**config.mk**
```make
export PLATFORM = sky130hd
export DESIGN_NAME = avi_chunk_demux_top
export DESIGN_NICKNAME = d
export VERILOG_FILES = /design/src/sv/acd_pkg.sv /design/src/sv/acd_parser.sv /design/src/sv/acd_out_buf.sv /design/src/sv/avi_chunk_demux_top.sv
export SDC_FILE = /design/constraint.sdc
export NUM_CORES = 1
export LEC_CHECK = 0
export BUFFER_PORTS_ARGS = -buffer_cell sky130_fd_sc_hd__buf_2
export CAP_MARGIN = 20
export CORE_ASPECT_RATIO = 0.75
export CORE_MARGIN = 4
export CORE_UTILIZATION = 50
export CTS_CLUSTER_DIAMETER = 120
export DETAILED_ROUTE_END_ITERATION = 8
export PLACE_DENSITY_LB_ADDON = 0.15
export SLEW_MARGIN = 20
export SYNTH_ARGS = -nofsm -noshare
export SYNTH_HDL_FRONTEND = slang
export SYNTH_SLANG_ARGS = --single-unit
```
**constraint.sdc**
```tcl
create_clock -name clk_i -period 7.8 [get_ports clk_i]
set_input_delay 1.56 -clock clk_i [delete_from_list [all_inputs] [get_ports clk_i]]
set_output_delay 1.56 -clock clk_i [all_outputs]
set_load 0.01 [all_outputs]
```
**src/sv/acd_pkg.sv**
```systemverilog
// Shared types and constants for the AVI chunk demultiplexer.
`default_nettype none

package acd_pkg;

  // Field widths
  localparam int unsigned ByteW      = 8;
  localparam int unsigned MaxChunkW  = 24;
  localparam int unsigned FrameSizeW = 20;
  localparam int unsigned CfgDataW   = 24;
  localparam int unsigned InDataW    = 16;  // byte, skip, playing, zero fill
  localparam int unsigned OutDataW   = 32;  // payload, frame size, zero fill

  // Register reset values
  localparam logic [MaxChunkW-1:0]  MaxChunkReset = 24'd1000000;
  localparam logic [FrameSizeW-1:0] CapacityReset = 20'd65536;

  // Register indexes
  typedef enum logic {
    CFG_MAX_CHUNK  = 1'b0,
    CFG_FRAME_CAP  = 1'b1
  } cfg_idx_e;

  // Chunk id characters
  localparam logic [ByteW-1:0] ChD = 8'h64;  // 'd'
  localparam logic [ByteW-1:0] ChC = 8'h63;  // 'c'
  localparam logic [ByteW-1:0] ChW = 8'h77;  // 'w'
  localparam logic [ByteW-1:0] ChB = 8'h62;  // 'b'

  // Result event codes
  typedef enum logic [2:0] {
    EV_VIDEO = 3'd0,
    EV_AUDIO = 3'd1,
    EV_SKIP  = 3'd2,
    EV_EMPTY = 3'd3,
    EV_BAD   = 3'd4
  } event_e;

  // One result beat
  typedef struct packed {
    event_e                ev;
    logic [ByteW-1:0]      payload;
    logic                  frame_end;
    logic [FrameSizeW-1:0] frame_size;
  } result_t;

endpackage

`default_nettype wire

```
**src/sv/acd_parser.sv**
```systemverilog
// Chunk header parser and payload router: state registers plus one beat of decode.
`default_nettype none

module acd_parser (
  input  wire logic                      clk_i,
  input  wire logic                      rst_ni,
  // configuration writes
  input  wire logic                      cfg_we_i,
  input  wire acd_pkg::cfg_idx_e         cfg_idx_i,
  input  wire logic [acd_pkg::CfgDataW-1:0] cfg_data_i,
  // accepted input beat
  input  wire logic                      accept_i,
  input  wire logic [acd_pkg::ByteW-1:0] byte_i,
  input  wire logic                      skip_i,
  input  wire logic                      play_i,
  // result of this beat
  output logic                           res_valid_o,
  output acd_pkg::result_t               res_o
);
  import acd_pkg::*;

  typedef enum logic [2:0] {
    PH_HEADER,
    PH_VIDEO,
    PH_AUDIO,
    PH_DROP,
    PH_PAD,
    PH_HALT
  } phase_e;

  phase_e                phase_q, phase_d;
  logic [2:0]            hidx_q, hidx_d;
  logic [ByteW-1:0]      type_hi_q, type_hi_d;
  logic [ByteW-1:0]      type_lo_q, type_lo_d;
  logic [MaxChunkW-1:0]  len_q, len_d;
  logic [MaxChunkW-1:0]  left_q, left_d;
  logic                  pad_q, pad_d;
  logic [MaxChunkW-1:0]  max_q;
  logic [FrameSizeW-1:0] cap_q;

  logic [MaxChunkW-1:0]  left_dec;
  logic                  bad_len;
  logic                  over_cap;
  logic                  is_video;
  logic                  is_audio;
  phase_e                done_phase;

  // Configuration registers
  always_ff @(posedge clk_i or negedge rst_ni) begin
    if (!rst_ni) begin
      max_q <= MaxChunkReset;
      cap_q <= CapacityReset;
    end else if (cfg_we_i) begin
      unique case (cfg_idx_i)
        CFG_MAX_CHUNK: max_q <= cfg_data_i;
        CFG_FRAME_CAP: cap_q <= cfg_data_i[FrameSizeW-1:0];
        default:       max_q <= max_q;
      endcase
    end
  end

  // Header decode helpers; top length byte arrives on the last header beat
  assign bad_len    = (byte_i != '0) || (len_q > max_q);
  assign over_cap   = len_q > {{(MaxChunkW-FrameSizeW){1'b0}}, cap_q};
  assign is_video   = (type_hi_q == ChD) && (type_lo_q == ChC);
  assign is_audio   = (type_hi_q == ChW) && (type_lo_q == ChB);
  assign left_dec   = left_q - MaxChunkW'(1);
  assign done_phase = pad_q ? PH_PAD : PH_HEADER;

  // Next state and result of the current beat
  always_comb begin
    phase_d     = phase_q;
    hidx_d      = hidx_q;
    type_hi_d   = type_hi_q;
    type_lo_d   = type_lo_q;
    len_d       = len_q;
    left_d      = left_q;
    pad_d       = pad_q;
    res_valid_o = 1'b0;
    res_o       = '{ev: EV_VIDEO, payload: '0, frame_end: 1'b0, frame_size: '0};

    unique case (phase_q)
      PH_HEADER: begin
        hidx_d = hidx_q + 3'd1;
        unique case (hidx_q)
          3'd0: begin
            type_hi_d = '0;
            type_lo_d = '0;
            len_d     = '0;
          end
          3'd1: ;
          3'd2: type_hi_d = byte_i;
          3'd3: type_lo_d = byte_i;
          3'd4: len_d[7:0]   = byte_i;
          3'd5: len_d[15:8]  = byte_i;
          3'd6: len_d[23:16] = byte_i;
          default: begin
            // last header byte: check, then route
            hidx_d = 3'd0;
            pad_d  = len_q[0];
            left_d = len_q;
            if (bad_len) begin
              phase_d     = PH_HALT;
              res_valid_o = 1'b1;
              res_o.ev    = EV_BAD;
            end else if (is_video) begin
              if (skip_i) begin
                phase_d     = (len_q == '0) ? PH_HEADER : PH_DROP;
                res_valid_o = 1'b1;
                res_o.ev    = EV_SKIP;
              end else if (over_cap) begin
                phase_d = PH_DROP;
              end else if (len_q == '0) begin
                phase_d     = PH_HEADER;
                res_valid_o = 1'b1;
                res_o.ev    = EV_EMPTY;
              end else begin
                phase_d = PH_VIDEO;
              end
            end else if (is_audio) begin
              phase_d = (len_q == '0) ? PH_HEADER : PH_AUDIO;
            end else begin
              phase_d = (len_q == '0) ? PH_HEADER : PH_DROP;
            end
          end
        endcase
      end

      PH_VIDEO: begin
        left_d        = left_dec;
        res_valid_o   = 1'b1;
        res_o.ev      = EV_VIDEO;
        res_o.payload = byte_i;
        if (left_dec == '0) begin
          phase_d          = done_phase;
          hidx_d           = 3'd0;
          res_o.frame_end  = 1'b1;
          res_o.frame_size = len_q[FrameSizeW-1:0];
        end
      end

      PH_AUDIO: begin
        left_d = left_dec;
        if (left_dec == '0) begin
          phase_d = done_phase;
          hidx_d  = 3'd0;
        end
        if (play_i) begin
          res_valid_o   = 1'b1;
          res_o.ev      = EV_AUDIO;
          res_o.payload = byte_i;
        end
      end

      PH_DROP: begin
        left_d = left_dec;
        if (left_dec == '0) begin
          phase_d = done_phase;
          hidx_d  = 3'd0;
        end
      end

      PH_PAD: begin
        pad_d   = 1'b0;
        hidx_d  = 3'd0;
        phase_d = PH_HEADER;
      end

      default: ;  // halted until reset
    endcase
  end

  // State registers
  always_ff @(posedge clk_i or negedge rst_ni) begin
    if (!rst_ni) begin
      phase_q   <= PH_HEADER;
      hidx_q    <= 3'd0;
      type_hi_q <= '0;
      type_lo_q <= '0;
      len_q     <= '0;
      left_q    <= '0;
      pad_q     <= 1'b0;
    end else if (accept_i) begin
      phase_q   <= phase_d;
      hidx_q    <= hidx_d;
      type_hi_q <= type_hi_d;
      type_lo_q <= type_lo_d;
      len_q     <= len_d;
      left_q    <= left_d;
      pad_q     <= pad_d;
    end
  end

endmodule

`default_nettype wire

```
**src/sv/acd_out_buf.sv**
```systemverilog
// Two-entry result buffer: output register plus skid entry.
`default_nettype none

module acd_out_buf (
  input  wire logic             clk_i,
  input  wire logic             rst_ni,
  input  wire logic             push_i,
  input  wire acd_pkg::result_t data_i,
  output logic                  room_o,
  output logic                  valid_o,
  input  wire logic             ready_i,
  output acd_pkg::result_t      data_o
);
  import acd_pkg::*;

  logic [1:0] cnt_q, cnt_d;
  result_t    head_q;
  result_t    tail_q;
  logic       pop;

  assign valid_o = cnt_q != 2'd0;
  assign room_o  = cnt_q != 2'd2;
  assign data_o  = head_q;
  assign pop     = valid_o && ready_i;

  // Occupancy
  always_comb begin
    cnt_d = cnt_q;
    if (push_i && !pop) begin
      cnt_d = cnt_q + 2'd1;
    end else if (pop && !push_i) begin
      cnt_d = cnt_q - 2'd1;
    end
  end

  always_ff @(posedge clk_i or negedge rst_ni) begin
    if (!rst_ni) begin
      cnt_q <= 2'd0;
    end else begin
      cnt_q <= cnt_d;
    end
  end

  // Entries: head feeds the port, tail catches a beat while head is stalled
  always_ff @(posedge clk_i) begin
    if (push_i && !pop) begin
      if (cnt_q == 2'd0) begin
        head_q <= data_i;
      end else begin
        tail_q <= data_i;
      end
    end else if (pop && !push_i) begin
      head_q <= tail_q;
    end else if (pop && push_i) begin
      if (cnt_q == 2'd1) begin
        head_q <= data_i;
      end else begin
        head_q <= tail_q;
        tail_q <= data_i;
      end
    end
  end

endmodule

`default_nettype wire

```
**src/sv/avi_chunk_demux_top.sv**
```systemverilog
// Top level of the AVI movi-list chunk demultiplexer.
//
//  Channel   Dir  Handshake                    Contents
//  s_axis    in   s_axis_tvalid/s_axis_tready  one stream byte plus skip and playing flags
//  m_axis    out  m_axis_tvalid/m_axis_tready  event in tuser, byte and frame size in tdata
//  cfg       in   cfg_we_i                     register write, no handshake back
//
// One byte per clock cycle while the output buffer has room: the parser decodes a beat in
// the cycle it is accepted, and the result is registered into the output buffer.
// A two-entry output buffer keeps input flowing while one result waits;
// input stalls only when both entries are full.
// Reset is asynchronous and clears the parser state and the buffer occupancy.
// After a bad chunk size the block keeps taking bytes but gives no results until reset.
`default_nettype none

module avi_chunk_demux_top (
  input  wire logic                        clk_i,
  input  wire logic                        rst_ni,
  // configuration
  input  wire logic                        cfg_we_i,
  input  wire acd_pkg::cfg_idx_e           cfg_idx_i,
  input  wire logic [acd_pkg::CfgDataW-1:0] cfg_data_i,
  // input stream
  input  wire logic                        s_axis_tvalid,
  output logic                             s_axis_tready,
  // [7:0] stream_byte, [8] skip_video, [9] playing, [15:10] zero
  input  wire logic [acd_pkg::InDataW-1:0] s_axis_tdata,
  // output stream
  output logic                             m_axis_tvalid,
  input  wire logic                        m_axis_tready,
  // [7:0] payload, [27:8] frame_size, [31:28] zero
  output logic [acd_pkg::OutDataW-1:0]     m_axis_tdata,
  // [2:0] event_res
  output logic [2:0]                       m_axis_tuser,
  // frame_end
  output logic                             m_axis_tlast
);
  import acd_pkg::*;

  logic    accept;
  logic    room;
  logic    res_valid;
  result_t res;
  result_t out_res;

  assign s_axis_tready = room;
  assign accept        = s_axis_tvalid && room;

  acd_parser u_parser (
    .clk_i       (clk_i),
    .rst_ni      (rst_ni),
    .cfg_we_i    (cfg_we_i),
    .cfg_idx_i   (cfg_idx_i),
    .cfg_data_i  (cfg_data_i),
    .accept_i    (accept),
    .byte_i      (s_axis_tdata[ByteW-1:0]),
    .skip_i      (s_axis_tdata[ByteW]),
    .play_i      (s_axis_tdata[ByteW+1]),
    .res_valid_o (res_valid),
    .res_o       (res)
  );

  acd_out_buf u_out_buf (
    .clk_i   (clk_i),
    .rst_ni  (rst_ni),
    .push_i  (accept && res_valid),
    .data_i  (res),
    .room_o  (room),
    .valid_o (m_axis_tvalid),
    .ready_i (m_axis_tready),
    .data_o  (out_res)
  );

  // Output beat packing
  assign m_axis_tdata = {{(OutDataW-ByteW-FrameSizeW){1'b0}}, out_res.frame_size,
                         out_res.payload};
  assign m_axis_tuser = out_res.ev;
  assign m_axis_tlast = out_res.frame_end;

endmodule

`default_nettype wire

```
==> results of run 1 <==
## sequential cells by signal, summed over array words and instances (netlist names)
name,cells
u_parser.pad_q,1
u_out_buf.cnt_q,2
u_out_buf.tail_q,32
u_parser.max_q,24
u_parser.left_q,24
u_parser.phase_q,3
u_parser.cap_q,20
u_out_buf.data_o,32
u_parser.hidx_q,3
u_parser.type_hi_q,8
u_parser.type_lo_q,8
u_parser.len_q,24
## metal layers
metal	vias up	global-route usage, %
met2	242	32.9
met4	0	7.84
met1	3411	34.6
met3	36	4.24
li1	3465	-
met5	-	0
## metrics by stage
step | cell area [um2] | hold slack, ps | util [%]
finish | 10700 | 498 | 57.6
global route | 10700 | 514 | 57.6
CTS | 10600 | 497 | 57.4
detailed placement | 10000 | 479 | 54.2
global placement | 10000 | 477 | 54.1
floorplan | 9450 | 457 | -
## power by group
group | internal [uW] | switching (uW) | total (uW)
Clock | 481 | 405 | 886
Combinational | 554 | 914 | 1470
Sequential | 1320 | 228 | 1550
## cell type report
class                      instances  area, um2
multi-input combinational        645       4220
clock inverter                    15        174
inverter                          57        214
clock buffer                      17        425
timing repair buffer              82        463
tap                              247        309
fill                            1664       7850
sequential                       181       4860
## worst paths after layout
kind                       cells past startpoint  slack, ps                           endpoint                         startpoint
max                                           14       2530     u_out_buf.tail_q[13]$_DFFE_PP_                    s_axis_tdata[0]
min                                            1        500  u_parser.type_hi_q[3]$_DFFE_PN0P_  u_parser.type_hi_q[3]$_DFFE_PN0P_
max reg2reg                                   13       3130     u_out_buf.tail_q[13]$_DFFE_PP_     u_parser.len_q[15]$_DFFE_PN0P_
min reg2reg                                    1        500  u_parser.type_hi_q[3]$_DFFE_PN0P_  u_parser.type_hi_q[3]$_DFFE_PN0P_
max in group asynchronous                      2       5370    u_parser.left_q[11]$_DFFE_PN0P_                             rst_ni
min in group asynchronous                      1       1150     u_parser.max_q[23]$_DFFE_PN0P_                             rst_ni
## logic make-up (layout without fill, tap and decap cells)
logic type / Yosys count / count (layout) / synth area share (%)
XOR/XNOR: 9 / 9 / 0.835
other: 1 / 4 / 0.0397
flip-flops: 181 / 181 / 51.5
AO/OA/AOI/OAI: 229 / 229 / 14.7
buffers and inverters: 105 / 171 / 4.47
AND/OR/NAND/NOR: 315 / 315 / 17.3
multiplexers: 32 / 32 / 3.80
adder cells (fa/ha/maj): 56 / 56 / 7.42
## critical path, delay by kind of cell
kind	cells	cell delay, ps
AO/OA/AOI/OAI	6	1590
adder cells (fa/ha/maj)	1	320
AND/OR/NAND/NOR	4	1090
buffers and inverters	3	760
## layout by cell type, fill, tap and decap left out, drive strengths merged, types with 31 or more instances in the layout
master    n
o21ai    95
inv      61
edfxtp   64
and2     32
nor2     31
dfrtp   109
nand2   120
ha       56
a22o     32
buf      82
mux2     31
a21oi    58
==> impl_metrics.json, run 1 <==
{
  "result_of_the_run": "complete, no violations",
  "finalSetupViolCount": 0,
  "drt_pre_antenna_iters": 5,
  "cts.htree.levels": 4,
  "synth_top_flop_cell": "sky130_fd_sc_hd__dfrtp_1",
  "routed-wl-met3_um": 1770,
  "placed_wire_length_estimate_um": 16200,
  "synth.distinct_cells": 61,
  "syn_avg_cell_area_um2": 10.2,
  "fin_crit_sh_pct": 67.5,
  "detail-route-antenna-nets": 0,
  "netlist_area_um2": 9440,
  "vdd_drop_max_v": 0.000178,
  "timing.critical_path.mode_cell": "sky130_fd_sc_hd__a21oi_1",
  "synthesis.instances": 928,
  "placement.setup.worst_slack_ps": 2090,
  "route.final.wire_length_um": 23500,
  "cts_setup_buffers": 0,
  "placed_cells_incl_taps": 1211,
  "synth_top_cell_area_share_pct": 28.9,
  "detailroute.wirelength.met2_um": 9930,
  "final.setup.worst_slack_ps": 2530,
  "post-synth-top-count-cell": "sky130_fd_sc_hd__nand2_1",
  "classification_of_the_worst_slack_hold_path": "reg2reg",
  "yosysSeqAreaShare_pct": 51.5,
  "synthesis.yosys.warnings": 0,
  "final-hold-violation-count": 0,
  "clkTransAtPathRegs_ps": 70,
  "global_route.overflow_total": 0,
  "worstMarginPinSlew_ps": 1030,
  "routed_via_density": 5.75,
  "globalplace.congestion": 0.900,
  "first_iter_violations": 602,
  "startpoint_type": "input pin",
  "design.final.nets": 1086,
  "root_buffer": "sky130_fd_sc_hd__clkbuf_16",
  "route.layer.met1.wl_um": 11300,
  "diodes": 0,
  "die_width_um": 167,
  "cp_data_required_time_ps": 7900,
  "io_pins": 84,
  "post_route_cells_drive_above_1_share_pct": 16.6,
  "std_cell_rows": 43,
  "ctsResizeCount": 0,
  "grt_util_all_layers_pct": 22.8,
  "postCtsHoldBufs": 0,
  "grt_setup_unrepaired": "no",
  "synth-edff-count": 64,
  "ys_ff_latch": 181,
  "die_height_um": 127,
  "cts_inserted_buffers": 17,
  "topRoutingLayerUsed": "met4",
  "clock-skew-final_ps": 10.6,
  "fp.coreArea_um2": 18500,
  "final-max-slew-violation-count": 0,
  "critPathSlowestCell": "sky130_fd_sc_hd__nor4_1",
  "initial_core_util_pct": 51.0,
  "clock_sinks": 181,
  "area_delta_synth_final_pct": 12.9,
  "residual_drc": 0,
  "achievable-frequency_ghz": 0.190,
  "grt_antenna_before_repair": 0,
  "yosys-top-cells-count": "sky130_fd_sc_hd__nand2_1, sky130_fd_sc_hd__dfrtp_1, sky130_fd_sc_hd__o21ai_0",
  "end_kind": "register",
  "grt_pass1_vias": 6774,
  "netlist.top_cell.by_area": "sky130_fd_sc_hd__dfrtp_1",
  "grt_first_pass_wirelength_um": 37800,
  "drt-wirelength-per-cell_um": 18.9,
  "critPathMaxStageDelay_ps": 500,
  "die-area_um2": 21200,
  "proportion_of_register_bits_with_asynchronous_set_or_reset_after_synthesis_pct": 64.6,
  "worst-path-max-fanout": 24,
  "buffer_ports.inserted": 73,
  "cp_cell_sequence": "buf_2 -> nor4_1 -> nand2_1 -> a211o_1 -> nor4_1 -> a21boi_1 -> buf_4 -> a21oi_1 -> a21oi_1 -> ha_1 -> nor3_1 -> a21oi_1 -> a211oi_4 -> buf_4",
  "cts_buffer_depth": 2,
  "p_leak_uw": 0.00458,
  "pin_count_of_the_biggest_net_entering_global_routing": 64,
  "maxCapViolations": 0,
  "slew-limit-headroom_pct": 30.9,
  "worstSkewPairLatency_ps": 440,
  "power_per_cell_area_nw_per_um2": 366,
  "vias": 7154,
  "post-layout-total-power_uw": 3900,
  "cts_tree": "done",
  "synth.top_cells.by_area": "sky130_fd_sc_hd__dfrtp_1, sky130_fd_sc_hd__edfxtp_1, sky130_fd_sc_hd__ha_1, sky130_fd_sc_hd__nand2_1, sky130_fd_sc_hd__o21ai_0",
  "fin_cells": 1244,
  "timing.final.crit_period_ps": 5270,
  "crit_type": "in2reg",
  "setup_tns_ps": 0,
  "worst_ep_arrival_time_ps": 5370
}
(Power assumes the default switching activity.)
==> inputs of run 2 (changes only) <==
==> constraint.sdc (replaced) <==
create_clock -name clk_i -period 5.45 [get_ports clk_i]
set_input_delay 1.09 -clock clk_i [delete_from_list [all_inputs] [get_ports clk_i]]
set_output_delay 1.09 -clock clk_i [all_outputs]
set_load 0.01 [all_outputs]
==> run 2 against run 1 <==
  * Clock power increased by 34%
  * Setup slack worse by 1600 ps
  * Clock skew fell by 2.5 ps
  * Utilization down 0.11 points
  * Sequential share of layout area rose by 0.091 points
  * Critical path type is now reg2reg
==> impl_metrics.json, run 2 (same netlist as run 1, synthesis figures left out) <==
{
  "final-hold-violation-count": 0,
  "die-area_um2": 21200,
  "post_route_cells_drive_above_1_share_pct": 16.9,
  "grt_util_all_layers_pct": 23.4,
  "worstMarginPinSlew_ps": 1100,
  "postCtsHoldBufs": 0,
  "power_per_cell_area_nw_per_um2": 518,
  "internal_power_uw": 3310,
  "startpoint_type": "register",
  "grt_pass1_vias": 6940,
  "routed_via_density": 5.82,
  "cts_buffer_depth": 2,
  "hold-path-cell-count": 1,
  "finalSetupViolCount": 0,
  "cts_inserted_buffers": 17,
  "route.final.wire_length_um": 24300,
  "fp.coreArea_um2": 18500,
  "p_leak_uw": 0.00459,
  "portion_of_total_power_attributed_to_sequential_cells_pct": 40.2,
  "nFillCells": 1658,
  "layout.cells.most_common": "sky130_fd_sc_hd__nand2_1",
  "topRoutingLayerUsed": "met4",
  "residual_drc": 0,
  "buffer_ports.inserted": 73,
  "globalplace.congestion": 0.903,
  "power.net_switching_uw": 2200,
  "switching_share_pct": 39.9,
  "worst-path-max-fanout": 19,
  "clock_group_share_of_total_power_pct": 21.6,
  "result_of_the_run": "complete, no violations",
  "end_kind": "register",
  "setup_tns_ps": 0,
  "design.final.nets": 1093,
  "mostFrequentLayoutCells": "sky130_fd_sc_hd__nand2_1, sky130_fd_sc_hd__dfrtp_1, sky130_fd_sc_hd__buf_2, sky130_fd_sc_hd__o21ai_0, sky130_fd_sc_hd__edfxtp_1",
  "grt_antenna_before_repair": 0,
  "detailed_place.area_um2": 10100,
  "die_width_um": 167,
  "slew-limit-headroom_pct": 26.4,
  "clkTransAtPathRegs_ps": 70,
  "cts.htree.levels": 4,
  "ctsResizeCount": 0,
  "root_buffer": "sky130_fd_sc_hd__clkbuf_16",
  "route.layer.met1.wl_um": 11600,
  "final_area_um2": 10600,
  "clock-skew-final_ps": 8.17,
  "clock_sinks": 181,
  "grt_setup_unrepaired": "no",
  "initial_core_util_pct": 51.0,
  "cp_data_required_time_ps": 5700,
  "detail-route-antenna-nets": 0,
  "r2r_cells": 14,
  "std_cell_rows": 43,
  "pin_count_of_the_biggest_net_entering_global_routing": 48,
  "area_delta_synth_final_pct": 12.7,
  "cts_setup_buffers": 0,
  "drt_pre_antenna_iters": 5,
  "placed_wire_length_estimate_um": 16700,
  "fin_crit_sh_pct": 83.2,
  "vias": 7287,
  "die_height_um": 127,
  "io_pins": 84,
  "cts_tree": "done",
  "classification_of_the_worst_slack_hold_path": "reg2reg",
  "achievable-frequency_ghz": 0.220,
  "global_route.overflow_total": 0,
  "routed-wl-met3_um": 1720,
  "grt_first_pass_wirelength_um": 38900,
  "first_iter_violations": 661,
  "crit_type": "reg2reg",
  "comb_power_share_pct": 38.2,
  "final-max-slew-violation-count": 0,
  "worst_ep_arrival_time_ps": 4790,
  "vdd_drop_max_v": 0.000243,
  "maxCapViolations": 0,
  "timing.final.crit_period_ps": 4540,
  "detailroute.wirelength.met2_um": 10500,
  "worstSkewPairLatency_ps": 430,
  "drt-wirelength-per-cell_um": 19.4
}
==> run 2: cell type report <==
cell class,count,area [um2],area share (%)
flip-flops and latches,181,4860,45.7
multi-input cells,645,4210,39.6
repair buffers,89,488,4.59
clock buffers,18,429,4.03
well taps,247,309,2.90
inverters,57,214,2.01
clock inverters,14,126,1.19
diodes,2,5.00,0.0470
==> run 2: per-stage QoR <==
stage	setup WS, ps	hold slack [ps]	total power (uW)	utilization, %	cells
2_1_floorplan	564	457	3610	-	931
3_3_place_gp	658	476	4280	54.5	1219
3_5_place_dp	601	477	4320	54.5	1219
4_1_cts	933	498	5520	57.5	1251
5_1_grt	654	513	5880	57.5	1251
6_report	913	499	5510	57.5	1253
==> run 2: worst max-delay path, stage by stage (launching register included) <==
cell and delay, ps:
sky130_fd_sc_hd__dfrtp_1 610, sky130_fd_sc_hd__ha_1 350, sky130_fd_sc_hd__a21oi_1 160, sky130_fd_sc_hd__o21ai_0 130
sky130_fd_sc_hd__a2111oi_0 600, sky130_fd_sc_hd__nand3_1 190, sky130_fd_sc_hd__o21ai_0 360, sky130_fd_sc_hd__o21ai_1 310
sky130_fd_sc_hd__a21o_1 250, sky130_fd_sc_hd__ha_1 210, sky130_fd_sc_hd__inv_1 90, sky130_fd_sc_hd__a21o_1 440
sky130_fd_sc_hd__buf_4 350, sky130_fd_sc_hd__nand2_1 80, sky130_fd_sc_hd__o21ai_1 220
==> run 2: final timing paths <==
kind                                              startpoint                           endpoint  slack, ps
setup / recovery              u_parser.len_q[15]$_DFFE_PN0P_     u_out_buf.data_o[19]$_DFFE_PP_        910
setup reg to reg              u_parser.len_q[15]$_DFFE_PN0P_     u_out_buf.data_o[19]$_DFFE_PP_        910
hold reg to reg            u_parser.type_lo_q[6]$_DFFE_PN0P_  u_parser.type_lo_q[6]$_DFFE_PN0P_        500
max in group asynchronous                             rst_ni      u_parser.len_q[2]$_DFFE_PN0P_       3790
hold / removal             u_parser.type_lo_q[6]$_DFFE_PN0P_  u_parser.type_lo_q[6]$_DFFE_PN0P_        500
min in group asynchronous                             rst_ni    u_parser.left_q[10]$_DFFE_PN0P_        650
==> run 2: power by group through the flow <==
stage	registers, uW	logic, uW	clock network [uW]
2_1_floorplan	2170	1440	0
3_3_place_gp	2220	2060	0
3_5_place_dp	2230	2090	0
4_1_cts	2210	2110	1210
5_1_grt	2260	2350	1260
6_report	2220	2110	1190
==> run 2: layer usage <==
metal | global-route usage (%) | up-vias
li1 | - | 3477
met1 | 35.5 | 3528
met2 | 34.1 | 249
met3 | 4.86 | 33
met4 | 6.78 | 0
met5 | 0 | -
